<file path="src/rtl/core/ptpod_pkg.sv">
// ----------------------------------------------------------------------------
// ptpod_pkg
// Types, constants and helpers shared by the PTP offset and delay engine.
// ----------------------------------------------------------------------------
`timescale 1ns / 1ps
`default_nettype none

package ptpod_pkg;

  // Width kept for stored timestamps; wider stamp bits are dropped on entry.
  localparam int unsigned StampW   = 64;
  localparam int unsigned NumSlots = 7;
  localparam int unsigned JobDepth = 4;
  localparam int unsigned OutDepth = 2;

  typedef logic [StampW-1:0] stamp_t;

  typedef enum logic [2:0] {
    KIND_SYNC   = 3'd0,
    KIND_FUP    = 3'd1,
    KIND_DREQ   = 3'd2,
    KIND_DRESP  = 3'd3,
    KIND_PDREQ  = 3'd4,
    KIND_PDRESP = 3'd5,
    KIND_PDFUP  = 3'd6,
    KIND_UNUSED = 3'd7
  } kind_e;

  typedef enum logic [1:0] {
    UPD_SYNC = 2'd0,
    UPD_E2E  = 2'd1,
    UPD_PEER = 2'd2
  } upd_e;

  typedef struct packed {
    kind_e              kind;
    logic [15:0]        seq_id;
    logic               one_step;
    logic [62:0]        tx_stamp;
    logic [62:0]        rx_stamp;
    logic [62:0]        origin_stamp;
    logic signed [63:0] correction;
  } in_item_t;

  typedef struct packed {
    upd_e               update_kind;
    logic signed [63:0] sync_term;
    logic signed [63:0] path_delay;
    logic signed [63:0] offset;
  } out_item_t;

  // One computation handed to the back end: term = (a - b) - (c - d) - (e + f).
  typedef struct packed {
    upd_e        op;
    logic [63:0] a;
    logic [63:0] b;
    logic [63:0] c;
    logic [63:0] d;
    logic [63:0] e;
    logic [63:0] f;
  } job_t;

  function automatic stamp_t to_stamp(logic [62:0] v);
    logic [63:0] w;
    w = {1'b0, v};
    return w[StampW-1:0];
  endfunction

  function automatic logic [63:0] widen(stamp_t s);
    return 64'(s);
  endfunction

endpackage

`default_nettype wire

</file>
<file path="src/rtl/core/ptpod_front.sv">
// ----------------------------------------------------------------------------
// ptpod_front
// Message slots: stores each event, matches exchanges by sequence number and
// issues the operands of one computation when an exchange completes.
// ----------------------------------------------------------------------------
`timescale 1ns / 1ps
`default_nettype none

module ptpod_front (
  input  wire logic              clk_i,
  input  wire logic              rst_ni,
  input  wire logic              accept_i,
  input  wire ptpod_pkg::in_item_t item_i,
  output logic                   job_valid_o,
  output ptpod_pkg::job_t        job_o
);
  import ptpod_pkg::*;

  logic [NumSlots-1:0] valid_q, valid_d;
  logic [15:0]         seq_q    [NumSlots];
  stamp_t              local_q  [NumSlots];
  stamp_t              origin_q [NumSlots];
  logic [63:0]         corr_q   [NumSlots];

  stamp_t      cur_local, cur_origin;
  logic [63:0] cur_loc64, cur_org64, cur_corr;
  logic        is_slot;
  logic        m_sync, m_fup, m_dreq, m_pdreq, m_pdresp, m_pdfup, req_resp_ok;

  assign is_slot    = (item_i.kind != KIND_UNUSED);
  assign cur_local  = ((item_i.kind == KIND_DREQ) || (item_i.kind == KIND_PDREQ))
                      ? to_stamp(item_i.tx_stamp) : to_stamp(item_i.rx_stamp);
  assign cur_origin = to_stamp(item_i.origin_stamp);
  assign cur_loc64  = widen(cur_local);
  assign cur_org64  = widen(cur_origin);
  assign cur_corr   = item_i.correction;

  // Stored slot holds a live partner with the incoming sequence number.
  assign m_sync   = valid_q[KIND_SYNC]   && (seq_q[KIND_SYNC]   == item_i.seq_id);
  assign m_fup    = valid_q[KIND_FUP]    && (seq_q[KIND_FUP]    == item_i.seq_id);
  assign m_dreq   = valid_q[KIND_DREQ]   && (seq_q[KIND_DREQ]   == item_i.seq_id);
  assign m_pdreq  = valid_q[KIND_PDREQ]  && (seq_q[KIND_PDREQ]  == item_i.seq_id);
  assign m_pdresp = valid_q[KIND_PDRESP] && (seq_q[KIND_PDRESP] == item_i.seq_id);
  assign m_pdfup  = valid_q[KIND_PDFUP]  && (seq_q[KIND_PDFUP]  == item_i.seq_id);
  assign req_resp_ok = valid_q[KIND_PDREQ] && valid_q[KIND_PDRESP] &&
                       (seq_q[KIND_PDREQ] == seq_q[KIND_PDRESP]);

  always_comb begin
    valid_d     = valid_q;
    job_valid_o = 1'b0;
    job_o       = '0;
    unique case (item_i.kind)
      KIND_SYNC: begin
        valid_d[KIND_SYNC] = 1'b1;
        if (item_i.one_step) begin
          job_valid_o        = 1'b1;
          job_o.op           = UPD_SYNC;
          job_o.a            = cur_loc64;
          job_o.b            = cur_org64;
          job_o.e            = cur_corr;
          valid_d[KIND_SYNC] = 1'b0;
        end else if (m_fup) begin
          job_valid_o        = 1'b1;
          job_o.op           = UPD_SYNC;
          job_o.a            = cur_loc64;
          job_o.b            = widen(origin_q[KIND_FUP]);
          job_o.e            = cur_corr;
          job_o.f            = corr_q[KIND_FUP];
          valid_d[KIND_SYNC] = 1'b0;
          valid_d[KIND_FUP]  = 1'b0;
        end
      end
      KIND_FUP: begin
        valid_d[KIND_FUP] = 1'b1;
        if (m_sync) begin
          job_valid_o        = 1'b1;
          job_o.op           = UPD_SYNC;
          job_o.a            = widen(local_q[KIND_SYNC]);
          job_o.b            = cur_org64;
          job_o.e            = corr_q[KIND_SYNC];
          job_o.f            = cur_corr;
          valid_d[KIND_SYNC] = 1'b0;
          valid_d[KIND_FUP]  = 1'b0;
        end
      end
      KIND_DREQ: begin
        valid_d[KIND_DREQ]  = 1'b1;
        valid_d[KIND_DRESP] = 1'b0;
      end
      KIND_DRESP: begin
        valid_d[KIND_DRESP] = 1'b1;
        if (m_dreq) begin
          job_valid_o         = 1'b1;
          job_o.op            = UPD_E2E;
          job_o.a             = cur_org64;
          job_o.b             = widen(local_q[KIND_DREQ]);
          job_o.e             = cur_corr;
          valid_d[KIND_DREQ]  = 1'b0;
          valid_d[KIND_DRESP] = 1'b0;
        end
      end
      KIND_PDREQ: begin
        valid_d[KIND_PDREQ]  = 1'b1;
        valid_d[KIND_PDRESP] = 1'b0;
        valid_d[KIND_PDFUP]  = 1'b0;
      end
      KIND_PDRESP: begin
        valid_d[KIND_PDRESP] = 1'b1;
        if (m_pdreq && (item_i.one_step || m_pdfup)) begin
          job_valid_o          = 1'b1;
          job_o.op             = UPD_PEER;
          job_o.a              = cur_loc64;
          job_o.b              = widen(local_q[KIND_PDREQ]);
          job_o.e              = cur_corr;
          if (!item_i.one_step) begin
            job_o.c = widen(origin_q[KIND_PDFUP]);
            job_o.d = cur_org64;
            job_o.f = corr_q[KIND_PDFUP];
          end
          valid_d[KIND_PDREQ]  = 1'b0;
          valid_d[KIND_PDRESP] = 1'b0;
          valid_d[KIND_PDFUP]  = 1'b0;
        end
      end
      KIND_PDFUP: begin
        valid_d[KIND_PDFUP] = 1'b1;
        if (req_resp_ok && m_pdresp) begin
          job_valid_o          = 1'b1;
          job_o.op             = UPD_PEER;
          job_o.a              = widen(local_q[KIND_PDRESP]);
          job_o.b              = widen(local_q[KIND_PDREQ]);
          job_o.c              = cur_org64;
          job_o.d              = widen(origin_q[KIND_PDRESP]);
          job_o.e              = corr_q[KIND_PDRESP];
          job_o.f              = cur_corr;
          valid_d[KIND_PDREQ]  = 1'b0;
          valid_d[KIND_PDRESP] = 1'b0;
          valid_d[KIND_PDFUP]  = 1'b0;
        end
      end
      default: begin
        // The unused kind code touches nothing.
        valid_d = valid_q;
      end
    endcase
    if (!accept_i) begin
      job_valid_o = 1'b0;
    end
  end

  always_ff @(posedge clk_i or negedge rst_ni) begin
    if (!rst_ni) begin
      valid_q <= '0;
    end else if (accept_i) begin
      valid_q <= valid_d;
    end
  end

  always_ff @(posedge clk_i) begin
    if (accept_i && is_slot) begin
      seq_q[item_i.kind]    <= item_i.seq_id;
      local_q[item_i.kind]  <= cur_local;
      origin_q[item_i.kind] <= cur_origin;
      corr_q[item_i.kind]   <= cur_corr;
    end
  end

endmodule

`default_nettype wire

</file>
<file path="src/rtl/core/ptpod_job_queue.sv">
// ----------------------------------------------------------------------------
// ptpod_job_queue
// Short queue of pending computations between the slot front end and the
// arithmetic back end.
// ----------------------------------------------------------------------------
`timescale 1ns / 1ps
`default_nettype none

module ptpod_job_queue (
  input  wire logic            clk_i,
  input  wire logic            rst_ni,
  input  wire logic            push_i,
  input  wire ptpod_pkg::job_t job_i,
  output logic                 full_o,
  input  wire logic            pop_i,
  output logic                 empty_o,
  output ptpod_pkg::job_t      job_o
);
  import ptpod_pkg::*;

  localparam int unsigned PtrW = (JobDepth > 1) ? $clog2(JobDepth) : 1;
  localparam int unsigned CntW = $clog2(JobDepth + 1);

  job_t            mem_q [JobDepth];
  logic [PtrW-1:0] wr_ptr_q, wr_ptr_d, rd_ptr_q, rd_ptr_d;
  logic [CntW-1:0] count_q, count_d;
  logic            do_push, do_pop;

  assign full_o  = (count_q == CntW'(JobDepth));
  assign empty_o = (count_q == '0);
  assign job_o   = mem_q[rd_ptr_q];
  assign do_push = push_i && !full_o;
  assign do_pop  = pop_i && !empty_o;

  always_comb begin
    wr_ptr_d = wr_ptr_q;
    rd_ptr_d = rd_ptr_q;
    count_d  = count_q;
    if (do_push) begin
      wr_ptr_d = (wr_ptr_q == PtrW'(JobDepth - 1)) ? '0 : wr_ptr_q + 1'b1;
    end
    if (do_pop) begin
      rd_ptr_d = (rd_ptr_q == PtrW'(JobDepth - 1)) ? '0 : rd_ptr_q + 1'b1;
    end
    if (do_push && !do_pop) begin
      count_d = count_q + 1'b1;
    end else if (do_pop && !do_push) begin
      count_d = count_q - 1'b1;
    end
  end

  always_ff @(posedge clk_i or negedge rst_ni) begin
    if (!rst_ni) begin
      wr_ptr_q <= '0;
      rd_ptr_q <= '0;
      count_q  <= '0;
    end else begin
      wr_ptr_q <= wr_ptr_d;
      rd_ptr_q <= rd_ptr_d;
      count_q  <= count_d;
    end
  end

  always_ff @(posedge clk_i) begin
    if (do_push) begin
      mem_q[wr_ptr_q] <= job_i;
    end
  end

endmodule

`default_nettype wire

</file>
<file path="src/rtl/core/ptpod_back.sv">
// ----------------------------------------------------------------------------
// ptpod_back
// Arithmetic pipeline: forms the exchange term, updates the sync term and
// path delay, and queues the result beats.
// ----------------------------------------------------------------------------
`timescale 1ns / 1ps
`default_nettype none

module ptpod_back (
  input  wire logic            clk_i,
  input  wire logic            rst_ni,
  input  wire logic            job_empty_i,
  input  wire ptpod_pkg::job_t job_i,
  output logic                 job_pop_o,
  input  wire logic            pop_i,
  output logic                 empty_o,
  output ptpod_pkg::out_item_t out_item_o
);
  import ptpod_pkg::*;

  localparam int unsigned PtrW = (OutDepth > 1) ? $clog2(OutDepth) : 1;
  localparam int unsigned CntW = $clog2(OutDepth + 1);

  // Halving that truncates toward zero: bias negative values by one first.
  function automatic logic [63:0] halve(logic [63:0] x);
    logic [63:0] s;
    s = x + {63'b0, x[63]};
    return {s[63], s[63:1]};
  endfunction

  logic        adv;
  logic        s1_valid_q, s2_valid_q, emit_q;
  upd_e        s1_op_q, s2_op_q, emit_kind_q;
  logic [63:0] p_q, q_q, r_q, term_q;
  logic [63:0] sync_q, sync_d, delay_q, delay_d;

  out_item_t       out_mem_q [OutDepth];
  out_item_t       out_wr;
  logic [PtrW-1:0] wr_ptr_q, rd_ptr_q;
  logic [CntW-1:0] count_q;
  logic            out_full, out_push, out_pop;

  assign out_full  = (count_q == CntW'(OutDepth));
  assign empty_o   = (count_q == '0);
  assign out_push  = emit_q && !out_full;
  assign out_pop   = pop_i && !empty_o;
  assign out_item_o = out_mem_q[rd_ptr_q];

  // The whole pipeline holds while a finished result finds no room.
  assign adv       = !(emit_q && out_full);
  assign job_pop_o = adv && !job_empty_i;

  always_comb begin
    sync_d  = sync_q;
    delay_d = delay_q;
    if (s2_valid_q) begin
      unique case (s2_op_q)
        UPD_SYNC: sync_d  = term_q;
        UPD_E2E:  delay_d = halve(sync_q + term_q);
        UPD_PEER: delay_d = halve(term_q);
        default:  sync_d  = sync_q;
      endcase
    end
  end

  always_comb begin
    out_wr.update_kind = emit_kind_q;
    out_wr.sync_term   = sync_q;
    out_wr.path_delay  = delay_q;
    out_wr.offset      = sync_q - delay_q;
  end

  always_ff @(posedge clk_i or negedge rst_ni) begin
    if (!rst_ni) begin
      s1_valid_q <= 1'b0;
      s2_valid_q <= 1'b0;
      emit_q     <= 1'b0;
      sync_q     <= '0;
      delay_q    <= '0;
    end else if (adv) begin
      s1_valid_q <= !job_empty_i;
      s2_valid_q <= s1_valid_q;
      emit_q     <= s2_valid_q;
      sync_q     <= sync_d;
      delay_q    <= delay_d;
    end
  end

  always_ff @(posedge clk_i) begin
    if (adv) begin
      s1_op_q     <= job_i.op;
      p_q         <= job_i.a - job_i.b;
      q_q         <= job_i.c - job_i.d;
      r_q         <= job_i.e + job_i.f;
      s2_op_q     <= s1_op_q;
      term_q      <= p_q - q_q - r_q;
      emit_kind_q <= s2_op_q;
    end
  end

  always_ff @(posedge clk_i or negedge rst_ni) begin
    if (!rst_ni) begin
      wr_ptr_q <= '0;
      rd_ptr_q <= '0;
      count_q  <= '0;
    end else begin
      if (out_push) begin
        wr_ptr_q <= (wr_ptr_q == PtrW'(OutDepth - 1)) ? '0 : wr_ptr_q + 1'b1;
      end
      if (out_pop) begin
        rd_ptr_q <= (rd_ptr_q == PtrW'(OutDepth - 1)) ? '0 : rd_ptr_q + 1'b1;
      end
      if (out_push && !out_pop) begin
        count_q <= count_q + 1'b1;
      end else if (out_pop && !out_push) begin
        count_q <= count_q - 1'b1;
      end
    end
  end

  always_ff @(posedge clk_i) begin
    if (out_push) begin
      out_mem_q[wr_ptr_q] <= out_wr;
    end
  end

endmodule

`default_nettype wire

</file>
<file path="src/rtl/core/ptp_offset_delay_engine.sv">
// ----------------------------------------------------------------------------
// ptp_offset_delay_engine
// Path: an event that completes its exchange passes through the job queue,
//   the arithmetic pipeline and the result queue before its beat shows.
// Throughput: one event per cycle while the job queue is not full; the
//   arithmetic pipeline takes one computation per cycle and stalls only when the result queue is full.
// Reset: all slots empty, sync term and path delay zero, both queues empty.
// ----------------------------------------------------------------------------
`timescale 1ns / 1ps
`default_nettype none

module ptp_offset_delay_engine (
  input  wire logic                 clk_i,
  input  wire logic                 rst_ni,
  input  wire logic                 push,
  output logic                      full,
  input  wire ptpod_pkg::in_item_t  in_item_i,
  output logic                      empty,
  input  wire logic                 pop,
  output ptpod_pkg::out_item_t      out_item_o
);
  import ptpod_pkg::*;

  logic accept;
  logic job_valid, job_empty, job_pop;
  job_t job_in, job_out;

  assign accept = push && !full;

  ptpod_front u_front (
    .clk_i       (clk_i),
    .rst_ni      (rst_ni),
    .accept_i    (accept),
    .item_i      (in_item_i),
    .job_valid_o (job_valid),
    .job_o       (job_in)
  );

  ptpod_job_queue u_job_queue (
    .clk_i   (clk_i),
    .rst_ni  (rst_ni),
    .push_i  (job_valid),
    .job_i   (job_in),
    .full_o  (full),
    .pop_i   (job_pop),
    .empty_o (job_empty),
    .job_o   (job_out)
  );

  ptpod_back u_back (
    .clk_i       (clk_i),
    .rst_ni      (rst_ni),
    .job_empty_i (job_empty),
    .job_i       (job_out),
    .job_pop_o   (job_pop),
    .pop_i       (pop),
    .empty_o     (empty),
    .out_item_o  (out_item_o)
  );

endmodule

`default_nettype wire

</file>
<file path="config.mk">
export PLATFORM = sky130hd
export DESIGN_NAME = ptp_offset_delay_engine
export DESIGN_NICKNAME = d
export VERILOG_FILES = /design/src/rtl/core/ptpod_pkg.sv /design/src/rtl/core/ptpod_front.sv /design/src/rtl/core/ptpod_job_queue.sv /design/src/rtl/core/ptpod_back.sv /design/src/rtl/core/ptp_offset_delay_engine.sv
export SDC_FILE = /design/constraint.sdc
export NUM_CORES = 2
export LEC_CHECK = 0
export ABC_AREA = 1
export BUFFER_PORTS_ARGS = -buffer_cell sky130_fd_sc_hd__buf_2
export CAP_MARGIN = 20
export CORE_MARGIN = 2
export CORE_UTILIZATION = 50
export CTS_BUF_LIST = sky130_fd_sc_hd__clkbuf_4 sky130_fd_sc_hd__clkbuf_8 sky130_fd_sc_hd__clkbuf_16
export CTS_CLUSTER_DIAMETER = 80
export DETAILED_ROUTE_END_ITERATION = 12
export PLACE_DENSITY = 0.69
export SYNTH_ARGS = -nofsm -noshare
export SYNTH_HDL_FRONTEND = slang
export SYNTH_SLANG_ARGS = --single-unit
</file>
<file path="constraint.sdc">
create_clock -name clk_i -period 17 [get_ports clk_i]
set_input_delay 0 -clock clk_i [delete_from_list [all_inputs] [get_ports clk_i]]
set_output_delay 0 -clock clk_i [all_outputs]
set_load 0.01 [all_outputs]
</file>
==> impl_summary.md <==
Layout
At the end of the flow the core is filled with cells to 0.578. Of the cells placed in the final design, the portion with a size suffix greater than 1 is 0.0913. The growth of design area from synthesis to finish is 15.2%.

At the end of the flow, the number of nets in the layout was 15900. The fill cell total of the finished layout is between 20000 and 25000.

Yosys
The compound-gate portion of the synthesized area came to 0.114. The total nets after synthesis is 15000. The cell area after synthesis is approximately 150000 µm². The count of flip-flops with a built-in enable after synthesis is 2969. For this run, asynchronously set or reset flops after synthesis account for 0.0472. The adder and majority cell fraction of the synthesized area is 0.0419. The post-synthesis share of cell area spent on and, or, nand and nor gates is 0.140. Of the post-synthesis cell area, the part taken by muxes is 0.00563. Yosys printed 0 warnings. The combinational family with the most area after synthesis is simple AND/OR/NAND/NOR gates. A synthesized cell averages between 10 and 15 µm². The share of the Yosys chip area taken by registers is 0.619.

Of the total synthesized cell area, the portion taken by XOR and XNOR cells is 0.0235. The number of instances in the synthesized netlist is about 14000. The flip-flop and latch count after synthesis is between 3000 and 4000. The number of distinct library cells after synthesis is 70.

Among all flip-flop cells after synthesis, the most frequent one is sky130_fd_sc_hd__edfxtp_1.

STA
Setup repair after global routing left no endpoint under its margin. The hold violation total from the final report came to 0. For the pin with the worst max-slew slack, the measured transition is between 1 and 1.5 ns.

The number of max-slew violations in the final report came to 0. The post-route clock skew is 0.0773 ns. Measured against its own limit, the worst slew margin works out to 0.188. The clock period minus final worst setup slack is roughly 6.5 ns. Dividing the final minimum period by the clock period gives 0.384. The worst hold slack is between 0.05 and 0.06 ns. Setup violations remaining at the end of the flow were counted as 0. Derived from the worst setup path, the maximum achievable clock frequency is between 0.15 and 0.2 GHz.

Floorplanning
Measured along the x axis, the die boundary spans about 550 µm. The die outline height is about 550 µm. The floorplan step defined a die boundary enclosing around 300000 µm².

roughly 470 I/O pins were placed. The core area is ~300000 µm². The initialized floorplan defines between 200 and 250 standard-cell rows.

The effective utilization at floorplan is 0.501.

Status
The run finished with clean final reports.

Global route
In the global route stage, overall resource usage came out at 0.294. The via count of the first global-routing pass is between 100k and 150k. Entering global routing, the biggest net connects between 200 and 250 pins. The global-route wire length before repair is roughly 670000 µm. The number of antenna violations at the first check in global routing is 38. Global routing finished with a remaining overflow of 0.

Clock network
Counting every sink on the clock net gives 3116. No sink is reached through more buffers than the 4 on the longest clock path. The post-CTS resize count is 0.

Clock latency on the worst-skew pair, taken at its later pin, is 0.96 ns. The H-tree was split into 5 levels. Clock-pin slew was measured on the worst setup and hold paths at about 0.06 ns. Buffers added to address setup during post-CTS repair amount to 0.

TritonCTS built the clock tree. The tree is rooted in a sky130_fd_sc_hd__clkbuf_16. The total CTS buffers is 330.

Drt
For this run, the detailed router's first-pass iteration total came to 6. In the final routed layout, each cell accounts on average for between 20 and 25 µm. The violation count after the first detailed-routing iteration is 12700. The total DRC errors in the routed layout is 0.

In the routed layout, each cell is associated on average with a via count of 5.73. The remaining antenna violation count is 0. The total wirelength of the detailed-routed design is 457000 µm.

Across all layers, the routed design uses around 110k vias.

Job
The tool flagged a number of max-cap violations equal to 0.

Placed design
The number of buffers inserted by port buffering is around 470. After legalization and detailed placement, the total HPWL measured 309000 µm. Routability-driven placement finished with a final weighted congestion of about 1.0.

Worst setup path
For this run, the slowest stage of the critical path takes about 0.84 ns. Walking the worst path, the cells encountered are nand2_1 -> o21ai_0 -> nor4_1 -> nand4_1 -> o31ai_1 -> nand3_1 -> and3_2 -> buf_4 -> nand2_1 -> nand2_1 -> nor2_4 -> buf_4 -> buf_12 -> buf_4. The critical path is of the flip-flop to flip-flop type. STA classifies the critical path startpoint as a flip-flop. On the critical path, the stage with the largest delay is an instance of sky130_fd_sc_hd__buf_4. The top fanout value on the critical path is about 140. The critical path data arrival time is between 7 and 8 ns. The register-to-register path setup slack is 10.47 ns.

The nature of the critical path endpoint is a flip-flop. The worst endpoint required time is between 15 and 20 ns.

Hold path
The type of the worst min-delay path is input pin to flip-flop.
[cells in the final DEF, fill, tap and decap left out, drive strengths merged, types with 25 or more instances in the layout]
master / instances
edfxtp: 2969
o311ai: 68
o2111ai: 25
bufinv: 26
nor4: 52
mux2: 75
clkinv: 142
o22ai: 330
clkbuf: 417
nand4: 85
o211ai: 78
xor2: 266
nor2: 1434
dlygate4sd3: 503
nand2: 3103
a32o: 124
xnor2: 135
ha: 391
a21oi: 752
dfrtp: 147
inv: 1699
a31oi: 172
fa: 69
o21a: 43
a22oi: 155
buf: 583
o221ai: 75
a21boi: 41
o21ai: 901
nand3: 374
nor3: 111
[final cells by class]
cell class	count	area, µm²	share of cell area
antenna	14	35.0	0.000203
clock buffer	413	8950	0.0518
clock inverter	189	2120	0.0123
inverter	1688	6360	0.0368
multi-input combinational	8964	49000	0.284
sequential	3116	92800	0.538
tap	3958	4950	0.0287
timing repair buffer	1092	8480	0.0491
[path summary, 6_finish.rpt]
path                       depth (start not counted)                         to                 from
max in group asynchronous                          5          u_back.sync_q[49]               rst_ni
setup / recovery                                  14  u_job_queue.mem_q[3][248]  u_front.seq_q[6][7]
setup reg to reg                                  14  u_job_queue.mem_q[3][248]  u_front.seq_q[6][7]
hold / removal                                     3     u_front.local_q[2][40]       in_item_i[230]
min in group asynchronous                          4            u_back.rd_ptr_q               rst_ni
hold reg to reg                                    0      u_back.emit_kind_q[0]    u_back.s2_op_q[0]
[synthesized netlist by cell type, types with 75 or more instances]
library cell / n / share of area
sky130_fd_sc_hd__nand2_1: 3054 / 0.076
sky130_fd_sc_hd__nand4_1: 82 / 0.0034
sky130_fd_sc_hd__dfrtp_1: 147 / 0.025
sky130_fd_sc_hd__o211ai_1: 78 / 0.0039
sky130_fd_sc_hd__nor2_1: 1378 / 0.035
sky130_fd_sc_hd__xnor2_1: 135 / 0.0079
sky130_fd_sc_hd__ha_1: 391 / 0.033
sky130_fd_sc_hd__a32o_1: 124 / 0.0083
sky130_fd_sc_hd__a31oi_1: 172 / 0.0072
sky130_fd_sc_hd__clkbuf_1: 403 / 0.010
sky130_fd_sc_hd__edfxtp_1: 2969 / 0.59
sky130_fd_sc_hd__o22ai_1: 330 / 0.014
sky130_fd_sc_hd__a21oi_1: 751 / 0.025
sky130_fd_sc_hd__a22oi_1: 152 / 0.0076
sky130_fd_sc_hd__nor3_1: 102 / 0.0034
sky130_fd_sc_hd__o221ai_1: 75 / 0.0044
sky130_fd_sc_hd__o21ai_0: 876 / 0.029
sky130_fd_sc_hd__mux2_2: 75 / 0.0056
sky130_fd_sc_hd__nand3_1: 359 / 0.012
sky130_fd_sc_hd__inv_1: 1657 / 0.041
sky130_fd_sc_hd__xor2_1: 265 / 0.015
[logic make-up (layout without fill, tap and decap cells)]
family,count (synthesis),count (layout)
xor+xnor,401,401
compound gates,2837,2837
mux,75,75
simple gates,5191,5191
flops,3116,3116
buf+inv,2172,3382
other cells,0,14
fa+ha+maj,460,460
[worst max-delay path, delay by kind of cell, from the launching register on]
family                 cells  cell delay [ns]
AND/OR/NAND/NOR            8             2.39
flip-flops                 1             0.38
AO/OA/AOI/OAI              2             0.72
buffers and inverters      4             2.42
[registers in the layout, summed over array words and instances (netlist names), 96 cells and up]
name               cells
u_job_queue.mem_q   1528
u_front.seq_q         96
u_front.origin_q     189
u_front.local_q      252
u_back.out_mem_q     386
u_front.corr_q       256
[layer usage]
layer	wire length, µm	vias up	GRT usage
met5	134	-	0
met4	19800	20	0.118
met3	40800	833	0.0411
met2	209000	5308	0.465
met1	188000	53500	0.412
li1	-	51600	-
[what timing repair did]
item,4_1_cts,5_1_grt
endpoints found under the hold margin,2519,0
hold buffers,504,0
endpoints found under the setup margin,0,0
[metrics by stage]
stage                     instance area [µm²]  cells  setup TNS, ns  setup WS [ns]
after global routing                   173000  19400              0          10.16
after global placement                 156000  18300              0          10.41
after floorplan                        150000  14300       -2582.34          -1.69
after detailed placement               157000  18300              0          10.37
final                                  173000  19400              0          10.47
after CTS                              173000  19400              0          10.49
Power is left out: the tool's default activity adds up to more than one toggle a clock period on the data nets, which glitch-free logic cannot reach.
